--- src/sv/psu_pkg.sv ---
package psu_pkg;

  // line store geometry
  localparam int unsigned LINE_BYTES = 8192;
  localparam int unsigned COL_W      = $clog2(LINE_BYTES);
  localparam int unsigned LEN_W      = COL_W + 1;

  // configuration field widths
  localparam int unsigned WIDTH_W  = 12;
  localparam int unsigned HEIGHT_W = 16;
  localparam int unsigned BPP_W    = 3;
  localparam int unsigned PROD_W   = WIDTH_W + BPP_W;
  localparam int unsigned CFG_W    = HEIGHT_W;
  localparam int unsigned CFG_IDX_W = 2;

  // register indexes
  localparam logic [CFG_IDX_W-1:0] REG_IMAGE_WIDTH     = 2'd0;
  localparam logic [CFG_IDX_W-1:0] REG_IMAGE_HEIGHT    = 2'd1;
  localparam logic [CFG_IDX_W-1:0] REG_BYTES_PER_PIXEL = 2'd2;

  // largest legal filter code
  localparam logic [7:0] FILT_MAX_CODE = 8'd4;

  typedef enum logic [2:0] {
    FILT_NONE  = 3'd0,
    FILT_SUB   = 3'd1,
    FILT_UP    = 3'd2,
    FILT_AVG   = 3'd3,
    FILT_PAETH = 3'd4
  } filter_e;

  // per-word control carried from the accept stage into reconstruction
  typedef struct packed {
    filter_e            filter;
    logic               flagged;
    logic               last_byte;
    logic               last_row;
    logic               left_ok;
    logic               upper_ok;
    logic               above_ok;
    logic [1:0]         bpp_sel;
    logic [COL_W-1:0]   col;
  } ctl_t;

endpackage

--- src/sv/psu_recon.sv ---
module psu_recon (
  input  logic          clk_i,
  input  logic          rst_ni,
  input  logic          shift_i,
  input  psu_pkg::ctl_t ctl_i,
  input  logic [7:0]    data_i,
  input  logic [7:0]    above_raw_i,
  output logic [7:0]    val_o
);

  logic [7:0] left_q [4];
  logic [7:0] upleft_q [4];
  logic [7:0] a, b, c, pred;
  logic [8:0] ab_sum;
  logic signed [10:0] pa, pb, pc;
  logic [10:0] abs_a, abs_b, abs_c;

  // neighbor selection
  always_comb begin
    a = ctl_i.left_ok ? left_q[ctl_i.bpp_sel] : 8'd0;
    c = (ctl_i.left_ok && ctl_i.upper_ok) ? upleft_q[ctl_i.bpp_sel] : 8'd0;
    b = ctl_i.above_ok ? above_raw_i : 8'd0;
  end

  // paeth distances
  always_comb begin
    ab_sum = {1'b0, a} + {1'b0, b};
    pa = $signed({3'b000, b}) - $signed({3'b000, c});
    pb = $signed({3'b000, a}) - $signed({3'b000, c});
    pc = $signed({2'b00, ab_sum}) - $signed({2'b00, c, 1'b0});
    abs_a = pa[10] ? 11'(-pa) : 11'(pa);
    abs_b = pb[10] ? 11'(-pb) : 11'(pb);
    abs_c = pc[10] ? 11'(-pc) : 11'(pc);
  end

  // predictor
  always_comb begin
    case (ctl_i.filter)
      psu_pkg::FILT_SUB:   pred = a;
      psu_pkg::FILT_UP:    pred = b;
      psu_pkg::FILT_AVG:   pred = ab_sum[8:1];
      psu_pkg::FILT_PAETH: begin
        if (abs_a <= abs_b && abs_a <= abs_c) begin
          pred = a;
        end else if (abs_b <= abs_c) begin
          pred = b;
        end else begin
          pred = c;
        end
      end
      default:             pred = 8'd0;
    endcase
  end

  assign val_o = data_i + pred;

  // history of reconstructed and above bytes, newest first
  always_ff @(posedge clk_i or negedge rst_ni) begin
    if (!rst_ni) begin
      for (int i = 0; i < 4; i++) begin
        left_q[i]   <= 8'd0;
        upleft_q[i] <= 8'd0;
      end
    end else if (shift_i) begin
      for (int i = 3; i > 0; i--) begin
        left_q[i]   <= left_q[i-1];
        upleft_q[i] <= upleft_q[i-1];
      end
      left_q[0]   <= val_o;
      upleft_q[0] <= b;
    end
  end

endmodule

--- config.mk ---
export PLATFORM = sky130hd
export DESIGN_NAME = psu_recon
export DESIGN_NICKNAME = d
export VERILOG_FILES = /design/src/sv/psu_pkg.sv /design/src/sv/psu_recon.sv
export SDC_FILE = /design/constraint.sdc
export NUM_CORES = 1
export LEC_CHECK = 0
export ABC_CLOCK_PERIOD_IN_PS = 8400
export BUFFER_PORTS_ARGS = -buffer_cell sky130_fd_sc_hd__buf_4
export CORE_UTILIZATION = 45
export CTS_CLUSTER_SIZE = 20
export DETAILED_ROUTE_END_ITERATION = 6
export PLACE_DENSITY_LB_ADDON = 0.12
export SETUP_SLACK_MARGIN = 0.1
export SLEW_MARGIN = 40
export SYNTH_ARGS = -nofsm -noshare
export SYNTH_HDL_FRONTEND = slang
export SYNTH_SLANG_ARGS = --single-unit
--- constraint.sdc ---
create_clock -name clk_i -period 8.4 [get_ports clk_i]
set_input_delay 0.42 -clock clk_i [delete_from_list [all_inputs] [get_ports clk_i]]
set_output_delay 0.42 -clock clk_i [all_outputs]
set_load 0.01 [all_outputs]
==> summary.md <==
| Metric | Value |
|---|---|
| Status | complete, but fails checks |
| Failing checks | setup timing |
| Die ar. | 14510 um2 |
| DR WL/cell | 17.77 um |
| Seq/Total Area, Yosys | 25.37% |
| Synthesized area | 6314 um2 |
| Synth area leader | dfrtp_1 |
| Floorplan core area | 13450 um2 |
| Post-synthesis simple-gate area fraction | 13.42% |
| Inserted Clock Buffers | 9 |
| GRT overflow | 0 |
| Largest net degree at the start of global routing | 66 |
| Max Fclk | 118.1 MHz |
| # setup viols final | 1 |
| Clock slew seen by the registers of the worst setup and hold paths | 0.06 ns |
| Setup TNS | -0.06921 ns |
| Slowest stage cell on the critical path | or4b_4 |
| Via density | 5.586 |
| Commonest non-fill, non-tap cell in the layout | buf_4 |
| Detailed-route DRC error count | 0 |
| Place WS | -0.5147 ns |
| Io pins | 51 |
| Synth area leaders | dfrtp_1 25%, ha_1 14%, mux2_2 12% |
| Hpwl dp | 13870 um |
| Xor/xnor share of the synthesized area | 6.778% |
| Pwr per Cell Area | 414.6 nW/um2 |
| Worst hold path type | in -> async |
| Worst path max stage delay | 0.57 ns |
| Dpl cells | 950 |
| Vias | 5469 |
| Clock buffer depth | 2 |
| Routed Wire Length | 17400 um |
| Worst Tran Pin Value | 0.9524 ns |
| Post-route cell area | 8279 um2 |
| Final period util | 100.8% |
| Main combinational cell family by area after synthesis | multiplexers |
| Synth unique cells | 76 |
| Die Width | 120.5 um |
| Hold Violations, Final | 0 |
| Post-route insts no fill | 979 |
| TritonCTS clock tree | done |
| Compound-Gate Fraction of Synth Area | 16.13% |
| Max_slew headroom | 35.92% |
| Synth top area share | 25.37% |
| Filler cell count | 1153 |
| Worst setup EP type | output pin |
| NumNets Final | 916 |
| Clock Skew | 0.006969 ns |
| # clock sinks | 64 |
| Critical Setup Path Class | reg -> out |
| H-tree depth | 3 |
| N_diodes | 0 |
| Die H | 120.5 um |
| Adder-cell area share of the yosys netlist | 15.18% |
| Most frequent cells in the layout | 145 x buf_4, 69 x mux2_2, 67 x ha_1 |
| Syn_area_per_cell | 9.788 um2 |
| Footprint of the multi-input gates | 4836 um2 |
| Root buffer cell | clkbuf_16 |
| Mux cell area share after synthesis | 19.60% |
| Synth async-reset ratio | 100.0% |
| GRT Overall Usage | 25.26% |
| Initial antenna violation count | 0 |
| Final ANT Viol Nets | 0 |
| Routability Congestion | 0.9236 |
| Initial Util | 46.93% |
| Seq. cell area | 1602 um2 |
| Final Max Tran Viols | 0 |
| PortBufs | 34 |
| Clock Latency Late Sink | 0.33 ns |
| P_leak | 3.771 nW |
| Most frequent cell on the critical path | a21oi_2 |
| Max-cap violations | 0 |
| Number of flops mapped to enable cells by yosys | 0 |
| CP required | 7.98 ns |
| Min Clock Period, post-route | 8.469 ns |
| Area growth from synthesis to layout | 31.13% |
| Rows | 42 |
| Worst setup SP type | flop |
| Vias in the first global route | 5509 |
| Share of post-route cells with drive strength above 1 | 39.98% |
| Violation count after the first detailed-route iteration | 255 |
| First-pass GRT wire length | 28300 um |
| Syn. warnings | 0 |
| Drt pass-1 iters | 7 |
| CP arrival | 8.05 ns |
| Peak VDD IR | 0.1712 mV |
| Hold-fix buffers, CTS | 0 |
| Design Power | 3.433 mW |
| Area after DPL | 7564 um2 |
| Most used DFF post-synth | dfrtp_1 |
| Final setup margin | -0.06921 ns |
| RSZ-0062 raised after global routing | true |
| Crit path max fanout | 5 |
| Cells after synthesis | 645 |
| Synthesis-stage register bit count | 64 |
registers in the layout, summed over array words and instances (netlist names):
name      count
upleft_q     32
left_q       32
power breakdown:
group	switching (mW)	internal (mW)	leakage (nW)
combinational	1.27	1.33	2.84
clock	0.139	0.227	0.141
sequential	0.0655	0.406	0.789
critical path: cells and delay by family (launching register included):
kind / cells / cell delay [ns]
flip-flops: 1 / 0.38
multiplexers: 1 / 0.47
XOR/XNOR: 2 / 0.30
AO/OA/AOI/OAI: 20 / 3.10
AND/OR/NAND/NOR: 9 / 1.84
buffers and inverters: 2 / 0.29
adder cells (fa/ha/maj): 5 / 1.34
repair_timing:
action / in CTS / in global routing
endpoints found under the setup margin: 8 / 7
hold endpoints to repair: 0 / 0
resized for setup: 52 / 14
pin swaps: 44 / 29
setup buffers: 12 / 1
logic make-up (layout without fill, tap and decap cells):
family,Yosys count,count (layout)
other,2,10
and+or+nand+nor,163,163
AOI/OAI and AO/OA,143,143
muxes,95,95
buffers and inverters,55,205
adders and majority gates,75,75
DFF,64,64
xor gates and xnor gates,48,48
Yosys cell counts, drive strengths merged (10+ instances only):
cell type  count
mux2          69
inv           37
nand2b        10
nor2b         12
nand2         35
clkbuf        14
nor2          39
a21oi         37
mux2i         11
mux4          15
a21o          10
and2          13
o21a          10
dfrtp         64
nand3         13
ha            71
o21ai         20
xor2          17
xnor2         31
through the flow:
| stage | utilization, % | hold WS, ns |
|---|---|---|
| after floorplan | - | 0.1244 |
| after global placement | 56.22 | 0.4850 |
| after detailed placement | 56.22 | 0.4915 |
| after CTS | 60.88 | 0.2072 |
| after global routing | 61.54 | 0.1191 |
| final | 61.54 | 0.07013 |
cell type report:
type                    instances  share of cell area [%]
clock buffers                   9                   2.720
multi-input cells             534                   58.41
well taps                     176                   2.660
repair buffers                153                   14.45
flip-flops and latches         64                   19.34
clock inverters                 6                  0.7405
inverters                      37                   1.677
routing by layer:
layer  GRT usage, %  up-vias  routed length, um
met2          42.85      112               8401
met4          7.948        0                392
li1               -     2686                  -
met1          33.04     2643               8013
met5              0        -                  0
met3          3.774       28                589
worst paths after layout:
check | to | slack, ns | start | cells past startpoint
hold reg to reg | left_q[7] | 0.50 | left_q[7] | 1
max in group asynchronous | upleft_q[30] | 7.92 | rst_ni | 1
hold / removal | upleft_q[9] | 0.07 | rst_ni | 1
setup / recovery | val_o[7] | -0.07 | left_q[24] | 39
min in group clk_i | left_q[7] | 0.50 | left_q[7] | 1
setup reg to reg | left_q[31] | 0.50 | left_q[24] | 39
No activity file was read; power rests on OpenSTA's default activity.
